File: src/hw/rtl/ild_pkg.sv
`timescale 1ns / 1ps
package ild_pkg;
    localparam int unsigned WindowBytes = 15;
    localparam int unsigned PosW = 5;

    localparam logic [1:0] CLS_OTHER = 2'd0;
    localparam logic [1:0] CLS_PUSH  = 2'd1;
    localparam logic [1:0] CLS_RET   = 2'd2;
    localparam logic [1:0] CLS_MOV   = 2'd3;

    localparam logic [7:0] OP_OSZ  = 8'h66;
    localparam logic [7:0] OP_ASZ  = 8'h67;
    localparam logic [7:0] OP_ESC  = 8'h0F;
    localparam logic [7:0] OP_E38  = 8'h38;
    localparam logic [7:0] OP_E3A  = 8'h3A;
    localparam logic [7:0] OP_VEX3 = 8'hC4;
    localparam logic [7:0] OP_VEX2 = 8'hC5;
    localparam logic [7:0] OP_EVEX = 8'h62;
    localparam logic [7:0] OP_LOCK = 8'hF0;
    localparam logic [7:0] OP_REX  = 8'h40;
    localparam logic [7:0] OP_F6   = 8'hF6;
    localparam logic [7:0] OP_FF   = 8'hFF;

    localparam logic [255:0] MRM_ONE = {
        8'hC0, 8'hC0, 8'h00, 8'h00, 8'hFF, 8'h0F, 8'h00, 8'hC3,
        8'h00, 8'h00, 8'h00, 8'h00, 8'h00, 8'h00, 8'hFF, 8'hFF,
        8'h00, 8'h00, 8'h0A, 8'h08, 8'h00, 8'h00, 8'h00, 8'h00,
        8'h0F, 8'h0F, 8'h0F, 8'h0F, 8'h0F, 8'h0F, 8'h0F, 8'h0F};
    localparam logic [255:0] MRM_ESC = {
        8'hFF, 8'hFF, 8'hFF, 8'hFF, 8'hFF, 8'hFF, 8'h00, 8'hFF,
        8'hFF, 8'hFF, 8'hF8, 8'h38, 8'hFF, 8'hFF, 8'h00, 8'h00,
        8'hFF, 8'h7F, 8'hFF, 8'hFF, 8'hFF, 8'hFF, 8'hFF, 8'hFF,
        8'h00, 8'h00, 8'hFF, 8'hFF, 8'hFF, 8'hFF, 8'hA0, 8'h0F};

    // per-byte prefix classification from one lane
    typedef struct packed {
        logic is_pfx;
        logic is_osz;
        logic is_asz;
        logic is_rex;
        logic rex_w;
    } t_lane_info;

    typedef struct packed {
        logic [PosW-1:0] len;
        logic [1:0]      cls;
        logic            rip;
        logic [63:0]     tgt;
    } t_result;

    function automatic logic [3:0] imm_plain(logic [7:0] op, logic o16, logic w, logic a32);
        logic [3:0] r;
        r = 4'd0;
        if (op < 8'h40 && op[2:0] == 3'd4) r = 4'd1;
        else if (op < 8'h40 && op[2:0] == 3'd5) r = o16 ? 4'd2 : 4'd4;
        else if (op inside {[8'h70:8'h7F], [8'hB0:8'hB7], [8'hE0:8'hE7]}) r = 4'd1;
        else if (op inside {[8'hB8:8'hBF]}) r = w ? 4'd8 : (o16 ? 4'd2 : 4'd4);
        else if (op inside {[8'hA0:8'hA3]}) r = a32 ? 4'd4 : 4'd8;
        else if (op inside {8'h6A, 8'h6B, 8'h80, 8'h82, 8'h83, 8'hA8, 8'hC0, 8'hC1,
                            8'hC6, 8'hCD, 8'hD4, 8'hD5, 8'hEB}) r = 4'd1;
        else if (op inside {8'hC2, 8'hCA}) r = 4'd2;
        else if (op == 8'hC8) r = 4'd3;
        else if (op inside {8'hE8, 8'hE9}) r = 4'd4;
        else if (op inside {8'h68, 8'h69, 8'h81, 8'hA9, 8'hC7}) r = o16 ? 4'd2 : 4'd4;
        return r;
    endfunction

    function automatic logic [3:0] imm_escaped(logic [7:0] op);
        logic [3:0] r;
        r = 4'd0;
        if (op inside {8'h70, 8'h71, 8'h72, 8'h73, 8'hA4, 8'hAC, 8'hBA,
                       8'hC2, 8'hC4, 8'hC5, 8'hC6, 8'h0F}) r = 4'd1;
        else if (op inside {[8'h80:8'h8F]}) r = 4'd4;
        return r;
    endfunction
endpackage

File: src/hw/rtl/ild_if.sv
`timescale 1ns / 1ps
interface ild_in_if;
    logic        valid;
    logic        ready;
    logic [63:0] inst_address;
    logic [63:0] window_low;
    logic [55:0] window_high;
    logic [3:0]  avail_bytes;
    modport source (output valid, inst_address, window_low, window_high, avail_bytes,
                    input ready);
    modport sink (input valid, inst_address, window_low, window_high, avail_bytes,
                  output ready);
endinterface

interface ild_out_if;
    logic        valid;
    logic        ready;
    logic [4:0]  inst_length;
    logic [1:0]  mnemonic_class;
    logic        rip_relative;
    logic [63:0] rip_target;
    modport source (output valid, inst_length, mnemonic_class, rip_relative, rip_target,
                    input ready);
    modport sink (input valid, inst_length, mnemonic_class, rip_relative, rip_target,
                  output ready);
endinterface

File: src/hw/rtl/ild_lane.sv
`timescale 1ns / 1ps
module ild_lane (
    input  logic [7:0]           i_byte,
    output ild_pkg::t_lane_info  o_info
);
    always_comb begin
        o_info.is_osz = (i_byte == ild_pkg::OP_OSZ);
        o_info.is_asz = (i_byte == ild_pkg::OP_ASZ);
        o_info.is_rex = (i_byte[7:4] == ild_pkg::OP_REX[7:4]);
        o_info.rex_w  = i_byte[3];
        o_info.is_pfx = o_info.is_osz || o_info.is_asz || o_info.is_rex ||
                        (i_byte inside {ild_pkg::OP_LOCK, 8'hF2, 8'hF3, 8'h2E, 8'h3E,
                                        8'h26, 8'h64, 8'h65, 8'h36});
    end
endmodule

File: src/hw/rtl/ild_merge.sv
`timescale 1ns / 1ps
module ild_merge (
    input  logic [119:0]                 i_win,
    input  logic [3:0]                   i_end,
    input  logic [63:0]                  i_ip,
    input  ild_pkg::t_lane_info [14:0]   i_info,
    output ild_pkg::t_result             o_res,
    output logic [63:0]                  o_base,
    output logic [31:0]                  o_disp
);
    logic [7:0] w [0:31];
    logic [4:0] p, e, pos, hdr, mp, vi_pos;
    logic       o16, a32, rexw, stop, fail, esc, e38, e3a, need, vi, vex;
    logic [7:0] op, vop, mrm;
    logic [4:0] map;
    logic [3:0] imm;
    logic [1:0] cls;
    logic       rip;

    // walk the ModRM at mp; returns new pos, sets rip flag
    function automatic logic [5:0] walk(logic [4:0] at, logic [4:0] en, logic [7:0] m,
                                        logic [2:0] base, logic asz, output logic r);
        logic [5:0] q;
        q = {1'b0, at} + 6'd1;
        r = 1'b0;
        if (m[7:6] != 2'd3) begin
            if (m[2:0] == 3'd4) begin
                if (q < {1'b0, en}) begin
                    q = q + 6'd1;
                    if (m[7:6] == 2'd0 && base == 3'd5) q = q + 6'd4;
                    else if (m[7:6] == 2'd1) q = q + 6'd1;
                    else if (m[7:6] == 2'd2) q = q + 6'd4;
                end
            end else if (m[7:6] == 2'd0 && m[2:0] == 3'd5) begin
                if (q + 6'd4 <= {1'b0, en}) begin
                    q = q + 6'd4;
                    r = !asz;
                end
            end else if (m[7:6] == 2'd1) q = q + 6'd1;
            else if (m[7:6] == 2'd2) q = q + 6'd4;
        end
        return q;
    endfunction

    logic [5:0] wq;
    logic       wr;
    logic [5:0] fin;

    always_comb begin
        for (int k = 0; k < 32; k++)
            w[k] = (k < int'(ild_pkg::WindowBytes)) ? i_win[k*8 +: 8] : 8'h00;
        e = {1'b0, i_end};
        p = 5'd0; o16 = 1'b0; a32 = 1'b0; rexw = 1'b0; stop = 1'b0;
        for (int k = 0; k < int'(ild_pkg::WindowBytes); k++) begin
            if (!stop && k < e && i_info[k].is_pfx) begin
                p = 5'(k + 1);
                if (i_info[k].is_osz) o16 = 1'b1;
                if (i_info[k].is_asz) a32 = 1'b1;
                rexw = i_info[k].is_rex ? i_info[k].rex_w : 1'b0;
            end else stop = 1'b1;
        end
        fail = (p >= e);
        op = w[p]; pos = p + 5'd1;
        esc = 1'b0; e38 = 1'b0; e3a = 1'b0; vex = 1'b0; vi = 1'b0; vop = 8'h00;
        map = 5'd1; hdr = 5'd0; need = 1'b0; imm = 4'd0; cls = ild_pkg::CLS_OTHER;
        mp = 5'd0; vi_pos = 5'd0;
        if (!fail && (op == ild_pkg::OP_VEX3 || op == ild_pkg::OP_VEX2 ||
                      op == ild_pkg::OP_EVEX)) begin
            vex = 1'b1;
            hdr = (op == ild_pkg::OP_VEX2) ? 5'd1 : (op == ild_pkg::OP_VEX3) ? 5'd2 : 5'd3;
            if ({1'b0, pos} + {1'b0, hdr} >= {1'b0, e}) fail = 1'b1;
            if (op == ild_pkg::OP_VEX3) map = {w[pos][4:0]};
            else if (op == ild_pkg::OP_EVEX) map = {3'd0, w[pos][1:0]};
            pos = pos + hdr;
            vop = w[pos];
            pos = pos + 5'd1;
            if (map == 5'd3) vi = 1'b1;
            else if (map == 5'd1 && ((vop inside {[8'h70:8'h73]}) ||
                     (vop inside {8'hC2, 8'hC4, 8'hC5, 8'hC6}))) vi = 1'b1;
            imm = {3'd0, vi};
            need = !(map == 5'd1 && vop == 8'h77);
            if (need && pos >= e) fail = 1'b1;
        end else if (!fail) begin
            if (op == ild_pkg::OP_ESC) begin
                esc = 1'b1;
                if (pos >= e) fail = 1'b1;
                op = w[pos]; pos = pos + 5'd1;
                if (op == ild_pkg::OP_E38 || op == ild_pkg::OP_E3A) begin
                    e38 = (op == ild_pkg::OP_E38); e3a = !e38;
                    if (pos >= e) fail = 1'b1;
                    op = w[pos]; pos = pos + 5'd1;
                end
            end
            if (!esc) begin
                if (op inside {[8'h50:8'h57], 8'h68, 8'h6A}) cls = ild_pkg::CLS_PUSH;
                else if (op inside {8'hC3, 8'hCB, 8'hC2, 8'hCA}) cls = ild_pkg::CLS_RET;
                else if (op inside {[8'h88:8'h8C], 8'h8E, [8'hA0:8'hA3], [8'hB0:8'hBF],
                                    8'hC6, 8'hC7}) cls = ild_pkg::CLS_MOV;
            end else if (!e38 && !e3a) begin
                if (op inside {8'hB6, 8'hB7, 8'hBE, 8'hBF}) cls = ild_pkg::CLS_MOV;
            end
            if (e3a) imm = 4'd1;
            else if (e38) imm = 4'd0;
            else if (esc) imm = ild_pkg::imm_escaped(op);
            else imm = ild_pkg::imm_plain(op, o16, rexw, a32);
            need = (e38 || e3a) ? 1'b1 : esc ? ild_pkg::MRM_ESC[op] : ild_pkg::MRM_ONE[op];
            if (need) begin
                if (pos >= e) fail = 1'b1;
                if (!esc && op == ild_pkg::OP_FF && w[pos][5:3] == 3'd6)
                    cls = ild_pkg::CLS_PUSH;
                if (!esc && (op == ild_pkg::OP_F6 || op == 8'hF7) && w[pos][5:3] <= 3'd1)
                    imm = (op == ild_pkg::OP_F6) ? 4'd1 : (o16 ? 4'd2 : 4'd4);
            end
        end
        mp = pos;
        mrm = w[mp];
        wq = {1'b0, mp};
        wr = 1'b0;
        if (need) wq = walk(mp, e, mrm, w[5'(mp + 5'd1)][2:0], a32, wr);
        fin = wq + {2'd0, imm};
        if (!vex && fin > {1'b0, e}) fin = {1'b0, e};
        rip = wr && !fail;
        vi_pos = 5'(wq);
        o_disp = {w[5'(mp + 5'd4)], w[5'(mp + 5'd3)], w[5'(mp + 5'd2)], w[5'(mp + 5'd1)]};
        o_base = i_ip + {59'd0, vi_pos} + {60'd0, imm};
        o_res.len = fail ? 5'd0 : fin[4:0];
        o_res.cls = fail ? ild_pkg::CLS_OTHER : cls;
        o_res.rip = rip;
        o_res.tgt = 64'd0;
    end
endmodule

File: src/hw/rtl/x86_64_instruction_length_decoder.sv
`timescale 1ns / 1ps
// channel  dir  handshake      payload
// s_in     in   valid/ready    inst_address, window_low, window_high, avail_bytes
// m_out    out  valid/ready    inst_length, mnemonic_class, rip_relative, rip_target
// Lanes and merge feed the first stage, the RIP target add feeds the second.
// One transaction per cycle while the output is taken; a stalled output holds both stages.
// Synchronous active-low reset empties both stages.
module x86_64_instruction_length_decoder (
    input  logic        i_clk,
    input  logic        i_rst_n,
    ild_in_if.sink      s_in,
    ild_out_if.source   m_out
);
    logic [119:0]                   win;
    ild_pkg::t_lane_info [14:0]     info;
    ild_pkg::t_result               res;
    logic [63:0]                    base;
    logic [31:0]                    disp;
    logic                           r_v1, r_v2;
    ild_pkg::t_result               r_res1, r_res2;
    logic [63:0]                    r_base, r_disp;
    logic                           adv2, adv1;

    assign win = {s_in.window_high, s_in.window_low};

    for (genvar g = 0; g < 15; g++) begin : g_lane
        ild_lane u_lane (.i_byte(win[g*8 +: 8]), .o_info(info[g]));
    end

    ild_merge u_merge (
        .i_win(win), .i_end(s_in.avail_bytes), .i_ip(s_in.inst_address),
        .i_info(info), .o_res(res), .o_base(base), .o_disp(disp)
    );

    assign adv2 = !r_v2 || m_out.ready;
    assign adv1 = !r_v1 || adv2;
    assign s_in.ready = adv1;

    always_ff @(posedge i_clk) begin
        if (!i_rst_n) begin
            r_v1 <= 1'b0;
            r_v2 <= 1'b0;
        end else begin
            if (adv1) r_v1 <= s_in.valid;
            if (adv2) r_v2 <= r_v1;
        end
        if (adv1) begin
            r_res1 <= res;
            r_base <= base;
            r_disp <= {{32{disp[31]}}, disp};
        end
        if (adv2) begin
            r_res2 <= '{len: r_res1.len, cls: r_res1.cls, rip: r_res1.rip,
                        tgt: r_res1.rip ? (r_base + r_disp) : 64'd0};
        end
    end

    assign m_out.valid          = r_v2;
    assign m_out.inst_length    = r_res2.len;
    assign m_out.mnemonic_class = r_res2.cls;
    assign m_out.rip_relative   = r_res2.rip;
    assign m_out.rip_target     = r_res2.tgt;
endmodule

File: src/flat_wrapper.sv
// flat-port wrapper written by rule: the top's interface ports become plain ports
module x86_64_instruction_length_decoder_flat 
  (i_clk, i_rst_n, s_in_valid, s_in_inst_address, s_in_window_low, s_in_window_high, s_in_avail_bytes, s_in_ready, m_out_valid, m_out_inst_length, m_out_mnemonic_class, m_out_rip_relative, m_out_rip_target, m_out_ready);
  ild_in_if s_in_i ();
  ild_out_if m_out_i ();
  input  logic i_clk;
  input  logic i_rst_n;
  input wire logic [$bits(s_in_i.valid)-1:0] s_in_valid;
  input wire logic [$bits(s_in_i.inst_address)-1:0] s_in_inst_address;
  input wire logic [$bits(s_in_i.window_low)-1:0] s_in_window_low;
  input wire logic [$bits(s_in_i.window_high)-1:0] s_in_window_high;
  input wire logic [$bits(s_in_i.avail_bytes)-1:0] s_in_avail_bytes;
  output wire logic [$bits(s_in_i.ready)-1:0] s_in_ready;
  output wire logic [$bits(m_out_i.valid)-1:0] m_out_valid;
  output wire logic [$bits(m_out_i.inst_length)-1:0] m_out_inst_length;
  output wire logic [$bits(m_out_i.mnemonic_class)-1:0] m_out_mnemonic_class;
  output wire logic [$bits(m_out_i.rip_relative)-1:0] m_out_rip_relative;
  output wire logic [$bits(m_out_i.rip_target)-1:0] m_out_rip_target;
  input wire logic [$bits(m_out_i.ready)-1:0] m_out_ready;
  assign s_in_i.valid = s_in_valid;
  assign s_in_i.inst_address = s_in_inst_address;
  assign s_in_i.window_low = s_in_window_low;
  assign s_in_i.window_high = s_in_window_high;
  assign s_in_i.avail_bytes = s_in_avail_bytes;
  assign s_in_ready = s_in_i.ready;
  assign m_out_valid = m_out_i.valid;
  assign m_out_inst_length = m_out_i.inst_length;
  assign m_out_mnemonic_class = m_out_i.mnemonic_class;
  assign m_out_rip_relative = m_out_i.rip_relative;
  assign m_out_rip_target = m_out_i.rip_target;
  assign m_out_i.ready = m_out_ready;
  x86_64_instruction_length_decoder u_core (.i_clk(i_clk), .i_rst_n(i_rst_n), .s_in(s_in_i), .m_out(m_out_i));
endmodule
File: config.mk
export PLATFORM = sky130hd
export DESIGN_NAME = x86_64_instruction_length_decoder_flat
export DESIGN_NICKNAME = d
export VERILOG_FILES = /design/src/hw/rtl/ild_pkg.sv /design/src/hw/rtl/ild_if.sv /design/src/hw/rtl/ild_lane.sv /design/src/hw/rtl/ild_merge.sv /design/src/hw/rtl/x86_64_instruction_length_decoder.sv /design/src/flat_wrapper.sv
export SDC_FILE = /design/constraint.sdc
export NUM_CORES = 1
export LEC_CHECK = 0
export ABC_AREA = 1
export BUFFER_PORTS_ARGS = -buffer_cell sky130_fd_sc_hd__buf_2
export CAP_MARGIN = 25
export CELL_PAD_IN_SITES_DETAIL_PLACEMENT = 2
export CELL_PAD_IN_SITES_GLOBAL_PLACEMENT = 2
export CORE_AREA = 5 5 294 296
export DETAILED_ROUTE_END_ITERATION = 10
export DIE_AREA = 0 0 299 301
export HOLD_SLACK_MARGIN = 0.1
export PLACE_DENSITY = 0.85
export SYNTH_ARGS = -nofsm -noshare
export SYNTH_HDL_FRONTEND = slang
export SYNTH_SLANG_ARGS = --single-unit
File: constraint.sdc
create_clock -name i_clk -period 14.7 [get_ports i_clk]
set_input_delay 0.735 -clock i_clk [delete_from_list [all_inputs] [get_ports i_clk]]
set_output_delay 0.735 -clock i_clk [all_outputs]
set_load 0.02 [all_outputs]
Word-level counts from Yosys, hierarchy flattened
Memory sizes are Yosys's and may differ from the RTL's. Index checks and enable logic that the tools add are counted.

Bitwise gates (word level): 10. $lt $le $gt $ge: 55. Multiplexer cells: 242. Reductions and logical operators: 160. Add/sub/neg operators: 19. Equality and inequality tests: 245.

Operator list (number): == test 8 bit, second input constant (85); == test 8 x 7 -> 1 bit, second input constant (70); == test 8 x 6 -> 1 bit, second input constant (62); binary-select mux 8 bit (select 5 bit) (10); 2-to-1 mux 8 bit (22); 2-to-1 mux 1 bit (141); nonzero test 9 bit (15); 2-to-1 mux 5 bit (21); 2-to-1 mux 6 bit (13); adder 64 x 4 -> 64 bit (1); adder 64 x 5 -> 64 bit (1); adder 64 bit (1); == test 4 x 3 -> 1 bit, second input constant (15); greater-or-equal comparator 6 bit, second input constant (10); 2-to-1 mux 4 bit (15); inverter 5 -> 6 bit (10); logical AND 1 bit (54); logical OR 1 bit (53); greater-or-equal comparator 8 bit, second input constant (6); less-or-equal comparator 8 bit, second input constant (6); < comparator 4 bit, first input constant (7); 2-to-1 mux 3 bit (9); adder 5 x 1 -> 5 bit, second input constant (5); greater-or-equal comparator 5 x 4 -> 1 bit (5); other kinds (39) (94).

Output and inout bits: 74. Memories: 2. Input bits: 192. Bits in registers: 178. ROM bits: 512. Logic and storage cells: 745.

Memories: (name not given) (words 256, bits a word 1, read ports 1, clocked after memory_dff 0, write ports 0, RTL line ild_merge.sv:106) `need = (e38 || e3a) ? 1'b1 : esc ? ild_pkg::MRM_ESC[op] : ild_pkg::MRM_ONE[op];`; (name not given) (words 256, bits a word 1, read ports 1, clocked after memory_dff 0, write ports 0, RTL line ild_merge.sv:106).

Longest topological paths before layout
Depth in word-level cells: 94. Mapped depth: 96. Gate-level depth less buffers: 92.

Cells and area by module
Synthesis repeated with hierarchy kept, for this count alone.

Cells, all modules: 5130. Area total of the unflattened synthesis: 29315.6 µm².

Modules (own cells, without submodules): ild_merge (sequential area each 0.0 µm², area an instance 15312.2 µm², times used 1, cells an instance 2994); x86_64_instruction_length_decoder (sequential area each 5325.1 µm², area an instance 11488.5 µm², times used 1, cells an instance 1521); ild_lane (sequential area each 0.0 µm², area an instance 167.7 µm², times used 15, cells an instance 41).

Least setup slack after synthesis
No wires, ideal clock.

Kind: input to register. Start point: input s_in_window_low[8]. End point: register u_core.r_base[61] (data pin). Arrival: 13954 ps. Stages on the path: 80. Required time: 14440 ps. Library setup time: 260 ps. Slack: 485 ps. Buffers on the path: 10. Cells stage by stage: buf_2 -> inv_2 -> nand2_1 -> nor2_1 -> nand2_1 -> nand3_2 -> clkinv_1 -> nand2_1 -> nand3_4 -> nor2_8 -> nand4_4 -> nor3_4 -> nand4_2 -> nor2_4 -> nand3_1 -> nand2_2 -> buf_2 -> clkbuf_1 -> [... 44 more ...] -> nand4_1 -> nor2_1 -> nand2_1 -> nor2_1 -> inv_1 -> nor3_1 -> nor3b_1 -> nand2_1 -> nor3b_1 -> nand2_1 -> nor3b_1 -> nand2_1 -> nor3_1 -> nand2_1 -> nor2_1 -> nand2_1 -> nor2_1 -> xor2_1.

Word-level cells in the longest chain between the ends: 89. Elaborated cells on any way between the ends: 372. Those cells by class: 13 x add/sub; 19 x order compare; 67 x eq/ne; 186 x mux; 7 x bitwise; 78 x reduce/logical; 2 x memory.

Ends and longest elaborated chain: start, declared (RTL line flat_wrapper.sv:10) `input wire logic [$bits(s_in_i.window_low)-1:0] s_in_window_low;`; branches (longest 88 deep; another with nonzero test 9 bit); adder 64 x 4 -> 64 bit (*) (RTL line ild_merge.sv:125) `o_base = i_ip + {59'd0, vi_pos} + {60'd0, imm};`; named net u_core.base[61] (RTL line x86_64_instruction_length_decoder.sv:17) `logic [63:0] base;`; end signal, assigned (RTL line x86_64_instruction_length_decoder.sv:49) `r_base <= base;`; end, declared (RTL line x86_64_instruction_length_decoder.sv:21) `logic [63:0] r_base, r_disp;`.

Mark *: on every way through the listed nets, which the timed path passes. The select of a mux whose other input is x is not followed. A chain may end at the register's enable or synchronous reset.

Worst setup path after layout
Start point: input s_in_window_low[37]. End point: register u_core.r_base[57] (data pin).

Word-level cells in the longest chain between the ends: 77. Elaborated cells on any way between the ends: 344. Those cells by class: 13 x add/sub; 19 x order compare; 68 x eq/ne; 166 x mux; 7 x bitwise; 69 x reduce/logical; 2 x memory.

Ends and longest elaborated chain (RTL line): branches (longest 76 deep; another with nonzero test 9 bit); adder 64 x 4 -> 64 bit (*) (ild_merge.sv:125); named net u_core.base[57] (x86_64_instruction_length_decoder.sv:17).

Marked as above.

==> load_flow_metrics.sql <==
INSERT INTO impl_metrics (metric_group, metric, value, unit) VALUES
('status', 'run_status', 'finished, violations left', ''),
('status', 'failed_checks', 'negative setup slack', ''),
('cells_and_area', 'drive_gt1_frac', '0.1697', ''),
('timing', 'finClkSkew', '0.02662', 'ns'),
('setup_path', 'crit_family', 'simple AND/OR/NAND/NOR gates', ''),
('power_and_ir_drop', 'power.density', '109.4', 'nW/µm²'),
('setup_path', 'setup.worst_path.class', 'in2reg', ''),
('power_and_ir_drop', 'peak_vdd_ir', '0.09395', 'mV'),
('timing', 'postLayoutSetupSlackWorst', '-0.3134', 'ns'),
('clock_tree', 'cts_made_buffers', '17', ''),
('run', 'cap_violations', '0', ''),
('timing', 'timing.final.hold_violations', '0', ''),
('setup_path', 'cp-end-kind', 'flop', ''),
('cells_and_area', 'nets', '4649', ''),
('clock_tree', 'ctsHtreeMaxLevel', '4', ''),
('grt', 'grt_first_pass_wirelength', '244200', 'µm'),
('placed_design', 'portBuffers', '265', ''),
('route', 'wl', '182000', 'µm'),
('synthesis', 'share_of_flip_flops_with_an_asynchronous_set_or_reset', '0', ''),
('clock_tree', 'cts_sinks', '178', ''),
('route', 'vias', '34960', ''),
('synthesis', 'yosys_warns', '0', ''),
('route', 'drt_pre_antenna_iters', '5', ''),
('setup_path', 'reg2reg_depth', '34', ''),
('setup_path', 'startpoint', 's_in_window_low[37]', ''),
('cells_and_area', 'finish.instance_area', '29900', 'µm²'),
('setup_path', 'worst_setup_start_kind', 'input pin', ''),
('floorplanning', 'io-pin-count', '266', ''),
('timing', 'tightest_slew', '1.093', 'ns'),
('grt', 'global_route.usage.total', '0.3602', ''),
('setup_path', 'crit_required', '15.00', 'ns'),
('grt', 'antenna_violations_before_repair', '10', ''),
('synthesis', 'synth_ff_type', 'sky130_fd_sc_hd__edfxtp_1', ''),
('setup_path', 'worst-r2r-setup-slack', '4.66', 'ns'),
('setup_path', 'setup.worst_path.end', 'u_core.r_base[57]', ''),
('floorplanning', 'chipHeight', '301', 'µm'),
('floorplanning', 'fp-row-count', '106', ''),
('grt', 'grt.overflow.total', '0', ''),
('setup_path', 'worstPathMaxFanout', '44', ''),
('setup_path', 'cp_depth', '82', ''),
('route', 'vias_per_cell', '6.439', ''),
('timing', 'headroom_to_the_max_slew_limit', '0.2680', ''),
('timing', 'max_freq', '0.06661', 'GHz'),
('setup_path', 'crit_path_top_delay_cell', 'sky130_fd_sc_hd__fa_1', ''),
('synthesis', 'synth_largest_area_cell', 'sky130_fd_sc_hd__edfxtp_1', ''),
('clock_tree', 'cts-root-to-sink-buffers', '2', ''),
('setup_path', 'cp.buffers_inverters', '22', ''),
('clock_tree', 'worstSkewPairLatency', '0.49', 'ns'),
('synthesis', 'synth_sequential_area_ratio', '0.2146', ''),
('setup_path', 'worst-endpoint-arrival', '15.31', 'ns'),
('synthesis', 'synth.net_count', '4304', ''),
('synthesis', 'postSynthCellCount', '3978', ''),
('route', 'initialDrtViolationCount', '3798', ''),
('clock_tree', 'clkTransAtPathRegs', '0.09', 'ns'),
('clock_tree', 'cts_tree', 'done', ''),
('timing', 'setup-violations-final', '10', ''),
('floorplanning', 'start_util', '0.2979', ''),
('synthesis', 'post_synth.cell_area_avg', '6.237', 'µm²'),
('clock_tree', 'number_of_hold_buffers_added_after_cts', '0', ''),
('clock_tree', 'clk_root_buffer_cell', 'sky130_fd_sc_hd__clkbuf_16', ''),
('setup_path', 'cpPeakStageDelay', '0.53', 'ns'),
('placed_design', 'placed_cell_area', '28470', 'µm²'),
('synthesis', 'number_of_flops_mapped_to_enable_cells_by_yosys', '176', ''),
('route', 'post_drt_wl_per_cell', '33.52', 'µm'),
('cells_and_area', 'fill_cells', '10190', ''),
('setup_path', 'reg2reg_from', 'u_core.r_base[0]', ''),
('timing', 'min_period', '15.01', 'ns'),
('synthesis', 'post_synth_num_cell_types', '77', ''),
('grt', 'first_global_vias', '35500', ''),
('route', 'drcViolationCount', '0', ''),
('synthesis', 'yosys-top-cells-area', 'sky130_fd_sc_hd__edfxtp_1 21%, sky130_fd_sc_hd__nand2_1 13%, sky130_fd_sc_hd__nand3_1 11%', '');
[Yosys cell counts, types with 16 or more instances]
| cell | n |
|---|---|
| sky130_fd_sc_hd__a211oi_1 | 18 |
| sky130_fd_sc_hd__a21oi_1 | 318 |
| sky130_fd_sc_hd__a311oi_1 | 24 |
| sky130_fd_sc_hd__a31oi_1 | 39 |
| sky130_fd_sc_hd__buf_1 | 16 |
| sky130_fd_sc_hd__buf_2 | 44 |
| sky130_fd_sc_hd__clkbuf_1 | 104 |
| sky130_fd_sc_hd__edfxtp_1 | 176 |
| sky130_fd_sc_hd__ha_1 | 126 |
| sky130_fd_sc_hd__inv_1 | 387 |
| sky130_fd_sc_hd__inv_2 | 35 |
| sky130_fd_sc_hd__nand2_1 | 878 |
| sky130_fd_sc_hd__nand3_1 | 557 |
| sky130_fd_sc_hd__nand4_1 | 49 |
| sky130_fd_sc_hd__nor2_1 | 298 |
| sky130_fd_sc_hd__nor3_1 | 70 |
| sky130_fd_sc_hd__nor4_1 | 23 |
| sky130_fd_sc_hd__o211ai_1 | 50 |
| sky130_fd_sc_hd__o21ai_0 | 395 |
| sky130_fd_sc_hd__o21ai_1 | 29 |
| sky130_fd_sc_hd__o221ai_1 | 17 |
| sky130_fd_sc_hd__xnor2_1 | 16 |
| sky130_fd_sc_hd__xor2_1 | 56 |
[per-layer routing]
metal  part of all wire  GRT usage  wire length (µm)  vias to the layer above
met5           0.000071          0                13                        -
li1                   -          -                 -                    14560
met1               0.39     0.4531             70290                    17490
met2               0.45     0.5972             81490                     2217
met3              0.091    0.06265             16640                      695
met4              0.075     0.1785             13600                        2
[per-stage QoR]
step	instances	hold slack [ns]	total power [mW]	utilization
CTS	5388	0.4286	3.054	0.3513
global placement	5351	0.4058	2.350	0.3418
detailed placement	5351	0.4181	2.488	0.3418
finish	5430	0.4291	3.270	0.3590
global route	5422	0.4374	3.365	0.3588
floorplan	3978	0.4003	1.744	-
[layout by cell type, fill, tap and decap left out, types with 52 or more instances in the layout]
cell type	instances
sky130_fd_sc_hd__nand3_1	552
sky130_fd_sc_hd__buf_2	260
sky130_fd_sc_hd__o21ai_0	393
sky130_fd_sc_hd__xor2_1	52
sky130_fd_sc_hd__ha_1	122
sky130_fd_sc_hd__nand2_1	864
sky130_fd_sc_hd__nor2_1	280
sky130_fd_sc_hd__nor3_1	59
sky130_fd_sc_hd__buf_4	228
sky130_fd_sc_hd__edfxtp_1	176
sky130_fd_sc_hd__a21oi_1	316
sky130_fd_sc_hd__inv_1	377
[flip-flops by register name (all words and copies together), names as in the netlist]
name                         cells
u_core.r_base                   64
u_core.m_out.mnemonic_class      2
u_core.m_out.inst_length         5
u_core.r_v1                      1
u_core.r_res1                    8
u_core.m_out.valid               1
u_core.m_out.rip_target         64
u_core.r_disp                   32
u_core.m_out.rip_relative        1
[worst register-to-register path, delay by kind of cell, from the launching register on]
kind	cells	cell delay (ns)
AO/OA/AOI/OAI	25	7.88
adder cells (fa/ha/maj)	2	0.67
AND/OR/NAND/NOR	5	0.63
flip-flops	1	0.41
buffers and inverters	2	0.25
[power breakdown]
group          internal, mW  switching (mW)
Combinational         0.566            1.44
Sequential            0.671          0.0719
Clock                 0.232           0.286
Total                  1.47            1.80
[how the worst min path moves through the flow]
| stage | to | slack (ns) |
|---|---|---|
| 3_5_place_dp | u_core.m_out.inst_length[0] | 0.42 |
| 3_3_place_gp | u_core.m_out.mnemonic_class[0] | 0.41 |
| 5_1_grt | u_core.m_out.mnemonic_class[0] | 0.44 |
| 2_1_floorplan | u_core.m_out.inst_length[0] | 0.40 |
| 6_report | u_core.m_out.mnemonic_class[0] | 0.43 |
| 4_1_cts | u_core.m_out.mnemonic_class[1] | 0.43 |
[area by class of cell]
type,count,area [µm²],share of cell area
clock buffer,17,425.4,0.01423
tap,1080,1351,0.04519
antenna,14,35.03,0.001172
clock inverter,15,182.7,0.006109
multi-input combinational,3174,17370,0.5810
sequential,178,5325,0.1781
inverter,436,1672,0.05590
timing repair buffer,516,3538,0.1183
[cells by family after synthesis]
logic type / after synthesis / synth area share
AND/OR/NAND/NOR: 1958 / 0.3528
multiplexers: 1 / 0.0004035
XOR/XNOR: 72 / 0.02542
AO/OA/AOI/OAI: 1008 / 0.2335
adder cells (fa/ha/maj): 134 / 0.07000
flip-flops: 178 / 0.2146
buffers and inverters: 627 / 0.1032
[timing repair]
action / 4_1_cts / 5_1_grt
pin swaps: 7 / 24
resized for setup: 30 / 91
buffers inserted: 4 / 24
gates cloned: 1 / 3
endpoints found under the setup margin: 16 / 19
(Power assumes the default switching activity.)
